**src/rtl/core/rau_pkg.sv**
```systemverilog
package rau_pkg;

    localparam int OP_W  = 16;
    localparam int NUM_W = 2 * OP_W + 1;
    localparam int DEN_W = 2 * OP_W - 1;
    localparam int MAG_W = 2 * OP_W;
    localparam int CNT_W = $clog2(MAG_W);

    localparam logic [1:0] CMD_ADD = 2'd0;
    localparam logic [1:0] CMD_SUB = 2'd1;
    localparam logic [1:0] CMD_MUL = 2'd2;
    localparam logic [1:0] CMD_DIV = 2'd3;

    typedef struct packed {
        logic [1:0]             cmd;
        logic signed [OP_W-1:0] a_num;
        logic signed [OP_W-1:0] a_den;
        logic signed [OP_W-1:0] b_num;
        logic signed [OP_W-1:0] b_den;
    } rau_in_t;

    typedef struct packed {
        logic signed [NUM_W-1:0] res_num;
        logic [DEN_W-1:0]        res_den;
        logic                    zero_den_error;
    } rau_out_t;

    // commands from controller to datapath
    typedef struct packed {
        logic       load;
        logic       mul;
        logic [1:0] mul_sel;
        logic       comb;
        logic       gcd_init;
        logic       strip;
        logic       gcd_step;
        logic       div_init;
        logic       div_step;
        logic       out_load;
    } rau_ctl_t;

    // status from datapath to controller
    typedef struct packed {
        logic d_zero;
        logic strip_done;
        logic gcd_done;
    } rau_sts_t;

    // magnitude of a two's complement operand, exact for the most negative value
    function automatic logic [OP_W-1:0] mag_of(input logic [OP_W-1:0] v);
        mag_of = v[OP_W-1] ? (~v + 1'b1) : v;
    endfunction

endpackage

```
**src/rtl/core/rau_datapath.sv**
```systemverilog
module rau_datapath (
    input  logic              clk,
    input  rau_pkg::rau_in_t  in_data,
    input  rau_pkg::rau_ctl_t ctl,
    output rau_pkg::rau_sts_t sts,
    output rau_pkg::rau_out_t out_data
);
    import rau_pkg::*;

    logic [1:0]      cmd_reg;
    logic            an_neg_reg, ad_neg_reg, bn_neg_reg, bd_neg_reg;
    logic [OP_W-1:0] an_reg, ad_reg, bn_reg, bd_reg;
    logic [MAG_W-1:0] pa_reg, pb_reg, n_mag_reg;
    logic            pa_neg_reg, pb_neg_reg, n_neg_reg, d_neg_reg;
    logic [DEN_W-1:0] d_mag_reg;
    logic [MAG_W-1:0] x_reg, y_reg, dvs_reg;
    logic [CNT_W-1:0] k_reg;
    logic [MAG_W-1:0] qn_reg, qd_reg, rn_reg, rd_reg;
    rau_out_t         out_reg;

    logic [OP_W-1:0]  mx, my;
    logic             mneg;
    logic [MAG_W-1:0] prod;
    logic [MAG_W:0]   tn, td;
    logic [NUM_W-1:0] qn_ext;
    logic             res_neg;

    // select multiplier operands for this step
    always_comb
    begin
        mx = ad_reg;
        my = bd_reg;
        mneg = ad_neg_reg ^ bd_neg_reg;
        case (ctl.mul_sel)
            2'd0:
            begin
                mx = ad_reg;
                my = (cmd_reg == CMD_DIV) ? bn_reg : bd_reg;
                mneg = ad_neg_reg ^ ((cmd_reg == CMD_DIV) ? bn_neg_reg : bd_neg_reg);
            end
            2'd1:
            begin
                mx = an_reg;
                my = (cmd_reg == CMD_MUL) ? bn_reg : bd_reg;
                mneg = an_neg_reg ^ ((cmd_reg == CMD_MUL) ? bn_neg_reg : bd_neg_reg);
            end
            default:
            begin
                mx = ad_reg;
                my = bn_reg;
                mneg = ad_neg_reg ^ bn_neg_reg ^ (cmd_reg == CMD_SUB);
            end
        endcase
        prod = mx * my;
    end

    // restoring division trial subtracts
    assign tn = {rn_reg, qn_reg[MAG_W-1]};
    assign td = {rd_reg, qd_reg[MAG_W-1]};

    assign sts.d_zero     = (d_mag_reg == '0);
    assign sts.strip_done = (x_reg == '0) || x_reg[0] || y_reg[0];
    assign sts.gcd_done   = (x_reg == '0);

    assign qn_ext  = {1'b0, qn_reg};
    assign res_neg = (n_neg_reg != d_neg_reg) && (qn_reg != '0);

    always_ff @(posedge clk)
    begin
        // latch operands as sign and magnitude
        if (ctl.load)
        begin
            cmd_reg    <= in_data.cmd;
            an_neg_reg <= in_data.a_num[OP_W-1];
            ad_neg_reg <= in_data.a_den[OP_W-1];
            bn_neg_reg <= in_data.b_num[OP_W-1];
            bd_neg_reg <= in_data.b_den[OP_W-1];
            an_reg     <= mag_of(in_data.a_num);
            ad_reg     <= mag_of(in_data.a_den);
            bn_reg     <= mag_of(in_data.b_num);
            bd_reg     <= mag_of(in_data.b_den);
        end

        // capture products
        if (ctl.mul)
        begin
            case (ctl.mul_sel)
                2'd0:
                begin
                    d_mag_reg <= prod[DEN_W-1:0];
                    d_neg_reg <= mneg;
                end
                2'd1:
                begin
                    pa_reg     <= prod;
                    pa_neg_reg <= mneg;
                end
                default:
                begin
                    pb_reg     <= cmd_reg[1] ? '0 : prod;
                    pb_neg_reg <= cmd_reg[1] ? pa_neg_reg : mneg;
                end
            endcase
        end

        // signed magnitude sum of the cross products
        if (ctl.comb)
        begin
            if (pa_neg_reg == pb_neg_reg)
            begin
                n_mag_reg <= pa_reg + pb_reg;
                n_neg_reg <= pa_neg_reg;
            end
            else if (pa_reg >= pb_reg)
            begin
                n_mag_reg <= pa_reg - pb_reg;
                n_neg_reg <= pa_neg_reg;
            end
            else
            begin
                n_mag_reg <= pb_reg - pa_reg;
                n_neg_reg <= pb_neg_reg;
            end
        end

        // binary gcd
        if (ctl.gcd_init)
        begin
            x_reg <= n_mag_reg;
            y_reg <= {1'b0, d_mag_reg};
            k_reg <= '0;
        end
        else if (ctl.strip)
        begin
            x_reg <= x_reg >> 1;
            y_reg <= y_reg >> 1;
            k_reg <= k_reg + 1'b1;
        end
        else if (ctl.gcd_step)
        begin
            if (!x_reg[0])
                x_reg <= x_reg >> 1;
            else if (!y_reg[0])
                y_reg <= y_reg >> 1;
            else if (x_reg >= y_reg)
                x_reg <= x_reg - y_reg;
            else
                y_reg <= y_reg - x_reg;
        end

        // divide numerator and denominator by the gcd, one bit a cycle
        if (ctl.div_init)
        begin
            dvs_reg <= y_reg << k_reg;
            qn_reg  <= n_mag_reg;
            qd_reg  <= {1'b0, d_mag_reg};
            rn_reg  <= '0;
            rd_reg  <= '0;
        end
        else if (ctl.div_step)
        begin
            if (tn >= {1'b0, dvs_reg})
            begin
                rn_reg <= MAG_W'(tn - {1'b0, dvs_reg});
                qn_reg <= {qn_reg[MAG_W-2:0], 1'b1};
            end
            else
            begin
                rn_reg <= tn[MAG_W-1:0];
                qn_reg <= {qn_reg[MAG_W-2:0], 1'b0};
            end
            if (td >= {1'b0, dvs_reg})
            begin
                rd_reg <= MAG_W'(td - {1'b0, dvs_reg});
                qd_reg <= {qd_reg[MAG_W-2:0], 1'b1};
            end
            else
            begin
                rd_reg <= td[MAG_W-1:0];
                qd_reg <= {qd_reg[MAG_W-2:0], 1'b0};
            end
        end

        // format the result item
        if (ctl.out_load)
        begin
            if (d_mag_reg == '0)
            begin
                out_reg.res_num        <= '0;
                out_reg.res_den        <= '0;
                out_reg.zero_den_error <= 1'b1;
            end
            else
            begin
                out_reg.res_num        <= res_neg ? (~qn_ext + 1'b1) : qn_ext;
                out_reg.res_den        <= qd_reg[DEN_W-1:0];
                out_reg.zero_den_error <= 1'b0;
            end
        end
    end

    assign out_data = out_reg;

endmodule

```
**src/rtl/core/rau_ctrl.sv**
```systemverilog
module rau_ctrl (
    input  logic              clk,
    input  logic              rst_n,
    input  logic              in_valid,
    output logic              in_ready,
    output logic              out_valid,
    input  logic              out_ready,
    input  rau_pkg::rau_sts_t sts,
    output rau_pkg::rau_ctl_t ctl
);
    import rau_pkg::*;

    localparam logic [2:0] S_IDLE  = 3'd0;
    localparam logic [2:0] S_MUL   = 3'd1;
    localparam logic [2:0] S_COMB  = 3'd2;
    localparam logic [2:0] S_CHK   = 3'd3;
    localparam logic [2:0] S_STRIP = 3'd4;
    localparam logic [2:0] S_GCD   = 3'd5;
    localparam logic [2:0] S_DIV   = 3'd6;
    localparam logic [2:0] S_OUT   = 3'd7;

    logic [2:0]       state_reg, state_next;
    logic [CNT_W-1:0] cnt_reg, cnt_next;
    logic             out_valid_reg, out_valid_next;

    assign in_ready  = (state_reg == S_IDLE);
    assign out_valid = out_valid_reg;

    // sequence the item through multiply, reduce and divide
    always_comb
    begin
        state_next     = state_reg;
        cnt_next       = cnt_reg;
        out_valid_next = out_valid_reg && !out_ready;
        ctl            = '0;
        ctl.mul_sel    = cnt_reg[1:0];
        unique case (state_reg)
            S_IDLE:
            begin
                if (in_valid)
                begin
                    ctl.load   = 1'b1;
                    cnt_next   = '0;
                    state_next = S_MUL;
                end
            end
            S_MUL:
            begin
                ctl.mul = 1'b1;
                if (cnt_reg == CNT_W'(2))
                    state_next = S_COMB;
                else
                    cnt_next = cnt_reg + 1'b1;
            end
            S_COMB:
            begin
                ctl.comb   = 1'b1;
                state_next = S_CHK;
            end
            S_CHK:
            begin
                if (sts.d_zero)
                    state_next = S_OUT;
                else
                begin
                    ctl.gcd_init = 1'b1;
                    state_next   = S_STRIP;
                end
            end
            S_STRIP:
            begin
                if (sts.strip_done)
                    state_next = S_GCD;
                else
                    ctl.strip = 1'b1;
            end
            S_GCD:
            begin
                if (sts.gcd_done)
                begin
                    ctl.div_init = 1'b1;
                    cnt_next     = '0;
                    state_next   = S_DIV;
                end
                else
                    ctl.gcd_step = 1'b1;
            end
            S_DIV:
            begin
                ctl.div_step = 1'b1;
                if (cnt_reg == CNT_W'(MAG_W - 1))
                    state_next = S_OUT;
                else
                    cnt_next = cnt_reg + 1'b1;
            end
            S_OUT:
            begin
                // hold until the output register is free
                if (!out_valid_reg || out_ready)
                begin
                    ctl.out_load   = 1'b1;
                    out_valid_next = 1'b1;
                    state_next     = S_IDLE;
                end
            end
            default:
                state_next = S_IDLE;
        endcase
    end

    always_ff @(posedge clk or negedge rst_n)
    begin
        if (!rst_n)
        begin
            state_reg     <= S_IDLE;
            cnt_reg       <= '0;
            out_valid_reg <= 1'b0;
        end
        else
        begin
            state_reg     <= state_next;
            cnt_reg       <= cnt_next;
            out_valid_reg <= out_valid_next;
        end
    end

endmodule

```
**src/rtl/core/rational_arith_unit.sv**
```systemverilog
// Exact arithmetic on two signed 16-bit fractions with gcd reduction.
// Input channel (in_valid/in_ready/in_data) carries one item: operation code
// and the two fractions. Output channel (out_valid/out_ready/out_data) returns
// one item per input: reduced numerator carrying the sign, positive reduced
// denominator, and an error flag for a zero raw denominator (fields zero).
// One item is worked at a time. The gcd first strips common factors of two
// (at most 30), then runs a shared binary gcd loop (one shift or subtract a
// cycle); a bit-serial divider then forms both reduced quotients together,
// one bit a cycle. A zero raw denominator skips the gcd and the divider.
// The next item can be accepted in the cycle after a result is loaded.
// Three cross products go through one 16x16 multiplier in turn.
// A finished item sits in an output register; the next item is accepted
// while it waits. If the receiver stalls, the block finishes the next item
// and then holds in_ready low until the output register is taken.
// Reset returns the controller to idle and drops out_valid.
module rational_arith_unit (
    input  logic             clk,
    input  logic             rst_n,
    input  logic             in_valid,
    output logic             in_ready,
    input  rau_pkg::rau_in_t in_data,
    output logic             out_valid,
    input  logic             out_ready,
    output rau_pkg::rau_out_t out_data
);
    import rau_pkg::*;

    rau_ctl_t ctl;
    rau_sts_t sts;

    rau_ctrl u_ctrl (
        .clk       (clk),
        .rst_n     (rst_n),
        .in_valid  (in_valid),
        .in_ready  (in_ready),
        .out_valid (out_valid),
        .out_ready (out_ready),
        .sts       (sts),
        .ctl       (ctl)
    );

    rau_datapath u_datapath (
        .clk      (clk),
        .in_data  (in_data),
        .ctl      (ctl),
        .sts      (sts),
        .out_data (out_data)
    );

endmodule

```
**config.mk**
```make
export PLATFORM = sky130hd
export DESIGN_NAME = rational_arith_unit
export DESIGN_NICKNAME = d
export VERILOG_FILES = /design/src/rtl/core/rau_pkg.sv /design/src/rtl/core/rau_datapath.sv /design/src/rtl/core/rau_ctrl.sv /design/src/rtl/core/rational_arith_unit.sv
export SDC_FILE = /design/constraint.sdc
export NUM_CORES = 2
export LEC_CHECK = 0
export BUFFER_PORTS_ARGS = -buffer_cell sky130_fd_sc_hd__buf_2
export CORE_ASPECT_RATIO = 1.2
export CORE_UTILIZATION = 55
export DETAILED_ROUTE_END_ITERATION = 7
export GPL_ROUTABILITY_DRIVEN = 0
export PLACE_DENSITY_LB_ADDON = 0.1
export SLEW_MARGIN = 30
export SYNTH_ARGS = -nofsm -noshare
export SYNTH_HDL_FRONTEND = slang
export SYNTH_SLANG_ARGS = --single-unit
export TNS_END_PERCENT = 20
```
**constraint.sdc**
```tcl
create_clock -name clk -period 7.65 [get_ports clk]
set_input_delay 0.765 -clock clk [delete_from_list [all_inputs] [get_ports clk]]
set_output_delay 0.765 -clock clk [all_outputs]
set_load 0.005 [all_outputs]
```
# After elaboration in Yosys (flattened, before gate mapping)
# Index checks and enable logic that the tools add are counted.
totals:
  register_bits: 504
  in_bits: 70
  output_inout_bits: 67
  word_cells: 193
op_classes:
  addsub: 14
  mul: 1
  order_cmp: 4
  eq_ne: 27
  shifts: 1
  muxes: 67
  bitwise_logic: 11
  n_reduce_logical: 28
op_table:
  columns: ["operator", "n"]
  rows:
  - ["32-bit 2-to-1 mux", 15]
  - ["32-bit subtractor", 6]
  - ["31-bit 2-to-1 mux", 6]
  - ["33-bit by 32-bit >= comparator with 1-bit output", 2]
  - ["16-bit by 1-bit adder with 16-bit output, second input constant", 4]
  - ["32-bit >= comparator", 2]
  - ["16-bit inverter", 4]
  - ["15-bit 2-to-1 mux", 4]
  - ["16-bit 2-to-1 mux", 3]
  - ["33-bit by 1-bit adder with 33-bit output, second input constant", 1]
  - ["32-bit inverter with 33-bit output", 1]
  - ["32-bit adder", 1]
  - ["32-bit zero test", 1]
  - ["16-bit by 16-bit multiplier with 32-bit output", 1]
  - ["16-bit case mux with 2 select lines", 1]
  - ["32-bit nonzero test", 1]
  - ["32-bit by 5-bit left shift with 32-bit output", 1]
  - ["31-bit zero test", 1]
  - ["3-bit case mux with 8 select lines", 1]
  - ["1-bit 2-to-1 mux", 23]
  - ["5-bit 2-to-1 mux", 4]
  - ["5-bit case mux with 4 select lines", 1]
  - ["3-bit 2-to-1 mux", 6]
  - ["3-bit == test, second input constant", 4]
  - ["other kinds (29)", 59]

# Longest topological paths before layout
depth:
  depth_word: 7
  depth_mapped: 32
  mapped_depth_nobuf: 28

# By module
# From an unflattened synthesis, not the netlist that was laid out.
unflattened:
  cells_unflattened: 4674
  area_unflattened_um2: 43591.8
modules_own_cells:
  columns: ["module", "n_inst", "cells_per_inst", "area_each_um2", "seq_area_each_um2"]
  rows:
  - ["rau_datapath", 1, 4602, 42943.7, 14153.6]
  - ["rau_ctrl", 1, 72, 648.1, 225.2]

# Worst setup path after synthesis
# OpenSTA, ideal clock, no wires.
synth_path:
  path_kind: "reg2reg"
  from: "reg u_ctrl.cnt_reg[1]"
  to: "reg u_datapath.pb_reg[21], data pin"
  setup_time_ns: 0.266
  arrival_ns: 7.573
  setup_slack_ns: -0.190
  stages_incl_launch_ff: 30
  path_buffers: 4
  cell_sequence: "dfrtp_1 > inv_1 > ha_1 > clkbuf_1 > clkbuf_1 > clkbuf_1 > mux2i_1 > nor2_1 > fa_1 > inv_1 > fa_1 > fa_1 > inv_1 > fa_1 > fa_1 > inv_1 > fa_1 > inv_1 > ha_1 > clkbuf_1 > a21o_1 > a21o_1 > a21oi_1 > o21ai_0 > a21oi_1 > o21ai_0 > a21o_1 > a211o_1 > o311a_1 > nor2b_1"
synth_via:
  elab_chain_cells: 3
  word_cells_on_any_way: 5
  classes_between: "1 x mul; 1 x eq/ne; 2 x mux; 1 x reduce/logical"
synth_lines:
  columns: ["element", "line_no", "source"]
  rows:
  - ["from (decl)", "rau_ctrl.sv:23", "logic [CNT_W-1:0] cnt_reg, cnt_next;"]
  - ["from (signal assigned)", "rau_ctrl.sv:122", "cnt_reg <= cnt_next;"]
  - ["2-bit by 1-bit == test with 1-bit output or 2-bit zero test (tied branches)", "rau_datapath.sv:34", "case (ctl.mul_sel)"]
  - ["16-bit case mux with 2 select lines or 16-bit 2-to-1 mux (tied branches)", "rau_datapath.sv:34", null]
  - ["16-bit by 16-bit multiplier with 32-bit output *", "rau_datapath.sv:54", "prod = mx * my;"]
  - ["named net u_datapath.prod[21]", "rau_datapath.sv:23", "logic [MAG_W-1:0] prod;"]
  - ["to (signal assigned)", "rau_datapath.sv:100", "pb_reg <= cmd_reg[1] ? '0 : prod;"]
  - ["to (decl)", "rau_datapath.sv:13", "logic [MAG_W-1:0] pa_reg, pb_reg, n_mag_reg;"]
# The timed path passes the listed nets; every way through them passes the cells marked *.
# A chain may end at the register's enable or synchronous reset.

# Final worst setup path
layout_path:
  from: "reg u_ctrl.cnt_reg[0]"
  to: "reg u_datapath.pb_reg[21], data pin"
# The elaborated chain is that of the path after synthesis.

==> summary.md <==
| Metric | Value |
|---|---|
| Status | `finished, final reports clean` |
| Slew Limit Fails | `0` |
| Top-area cell type share of the netlist area | `29.7%` |
| Synth top area cells | `edfxtp_1 (30%), ha_1 (9.8%), fa_1 (9.4%)` |
| Final Skew | `0.0382 ns` |
| Least-Margin Pin Slew | `0.977 ns` |
| WL/cell | `22.3 µm` |
| Die ar. | `79,100 µm²` |
| Die H | `308 µm` |
| Place WS | `-0.0838 ns` |
| Yosys warns | `0` |
| H-tree depth | `2` |
| Part of the Yosys area used for sequential elements | `33.5%` |
| Initial Utilization | `55.8%` |
| DR vias/cell | `6.13` |
| CTS tree | `done` |
| CTS Buf Count | `54` |
| Final setup viols | `0` |
| GRT overflow | `0` |
| Vias | `35,100` |
| First-pass GRT wire length | `196,000 µm` |
| Row cnt | `111` |
| Final antenna-violating net count | `0` |
| # nets final | `5,265` |
| Total GRT Usage | `32.1%` |
| Syn Area/Cell | `9.39 µm²` |
| Required @ worst endpoint | `8.02 ns` |
| F_max | `136 MHz` |
| Multi-input logic area | `26,000 µm²` |
| Ports | `137` |
| Setup CP Type | `reg -> reg` |
| Min Clock Period, post-route | `7.35 ns` |
| Root Buffer | `clkbuf_16` |
| RSZ-0062 raised after global routing | `yes` |
| DRT iter0 DRCs | `3,275` |
| Initial DRT Pass Iterations | `6` |
| Most frequent cell after synthesis | `inv_1` |
| Syn Nets | `5,178` |
| Fraction of layout cells with a size suffix above 1 | `10.3%` |
| Drc violations | `0` |
| # Max-Cap Violations | `0` |
| Mapped cell area | `42,900 µm²` |
| Synth area leader | `edfxtp_1` |
| Number of global-route vias before repair | `34,400` |
| Clock latency on the worst-skew pair | `0.63 ns` |
| Synth Register Bits | `504` |
| Worst-case clock buffer depth | `3` |
| Hold Fails Final Rpt | `0` |
| Worst path most repeated cell | `fa_1` |
| Final worst slack | `0.295 ns` |
| Slew HR | `34.8%` |
| Port bufs | `136` |
| Final cell utilization of the core | `61.0%` |
| Slowest-stage cell, CP | `fa_1` |
| Clk slew on worst S/H paths | `0.06 ns` |
| Core Area | `76,800 µm²` |
| Critical Path Max Stage Delay | `0.54 ns` |
| Post-Syn Instances | `4,570` |
| Netlist cell types | `91` |
| Drt total wl | `127,000 µm` |
| CP max FO | `32` |
| Die W | `257 µm` |
| Critical Path Start Type | `flop` |
| Antenna violations before repair | `3` |
| Async set-reset flop share out of synthesis | `1.79%` |
| Predominant post-synthesis flop cell | `edfxtp_1` |
| Synth cell count leaders | `inv_1 (474), nor2_1 (430), edfxtp_1 (424)` |
| Number of synthesized flops with an enable pin | `424` |
| DPL Wire Length | `98,400 µm` |
| Final period util | `96.1%` |
| Min-Delay Path Class | `in -> async` |
| Area Growth Syn to Fin | `9.18%` |
| Max reg flops | `65` |
| # fillers | `6,731` |
| CP Data Arrival Time | `7.73 ns` |
| Sink Count | `504` |
| Largest net degree at the start of global routing | `82` |
| FF/Latch Area | `14,400 µm²` |
| Crit end category | `flop` |
==> logic make-up (layout without fill, tap and decap cells) <==
group	after synthesis	in the layout	synth area share (%)
AND/OR/NAND/NOR	1280	1281	13.6
multiplexers	208	208	5.66
adder cells (fa/ha/maj)	538	538	19.2
other	0	2	0
AO/OA/AOI/OAI	1104	1104	16.6
XOR/XNOR	256	256	5.23
buffers and inverters	680	806	6.14
flip-flops	504	504	33.5
==> worst paths after layout <==
check | startpoint | slack, ns | cells past startpoint | to
hold / removal | rst_n | 0.04 | 1 | u_ctrl.out_valid$_DFF_PN0_
hold reg to reg | u_datapath.rd_reg[28]$_SDFFE_PP0P_ | 0.47 | 2 | u_datapath.rd_reg[28]$_SDFFE_PP0P_
max in group asynchronous | rst_n | 7.36 | 1 | u_ctrl.state_reg[1]$_DFFE_PN0P_
min in group clk | in_data[65] | 0.36 | 1 | u_datapath.cmd_reg[1]$_DFFE_PP_
setup / recovery | u_ctrl.cnt_reg[0]$_DFFE_PN0P_ | 0.30 | 28 | u_datapath.pb_reg[21]$_SDFFCE_PP0P_
setup reg to reg | u_ctrl.cnt_reg[0]$_DFFE_PN0P_ | 0.30 | 28 | u_datapath.pb_reg[21]$_SDFFCE_PP0P_
==> routing by layer <==
metal | part of all wire (%) | GRT usage, %
met5 | 0 | 0
met4 | 5.3 | 15.3
met3 | 7.0 | 4.29
met2 | 48 | 55.0
met1 | 39 | 39.9
==> area by class of cell <==
cell class                      instances  area share, %
Clock buffer                           59           2.97
Timing Repair Buffer                  236           3.27
Inverter                              474           3.80
Clock inverter                         37          0.943
Tap cell                             1017           2.72
Sequential cell                       504           30.7
Multi-Input combinational cell       3387           55.6
Antenna cell                            2         0.0107
==> metrics by stage <==
step / cell area [µm²] / instances / setup TNS (ns) / hold slack [ns]
final: 46800 / 5716 / 0 / 0.0367
after global routing: 46800 / 5716 / -0.239 / 0.0350
after CTS: 46700 / 5707 / 0 / 0.00391
after detailed placement: 44800 / 5611 / -0.0838 / 0.463
after global placement: 44800 / 5611 / -0.0317 / 0.445
after floorplan: 42900 / 4570 / 0 / 0.426
==> worst max-delay path, delay by kind of cell (launching register included) <==
kind                     cells  cell delay [ns]
adder cells (fa/ha/maj)      8             3.54
AO/OA/AOI/OAI                9             1.56
buffers and inverters        8             1.00
multiplexers                 1             0.38
flip-flops                   1             0.35
AND/OR/NAND/NOR              2             0.26
==> repair_timing <==
item / CTS / global route
setup endpoints to repair: 2 / 31
gates resized for setup: 2 / 16
pin swaps: 0 / 1
buffers inserted: 0 / 3
hold buffers: 0 / 0
cloned: 0 / 1
==> placed cells by master, fill, tap and decap left out, types with 84 or more instances in the layout <==
cell      count
mux2i_1     103
a21oi_1     289
buf_2       136
nand2_1     419
a21o_1      106
xnor2_1     170
edfxtp_1    424
ha_1        335
o21ai_0     256
xor2_1       84
buf_4        93
inv_1       472
nor2_1      424
nor2b_1      92
fa_1        201
Power is left out: the tool's default activity adds up to more than one toggle a clock period on the data nets, which glitch-free logic cannot reach.
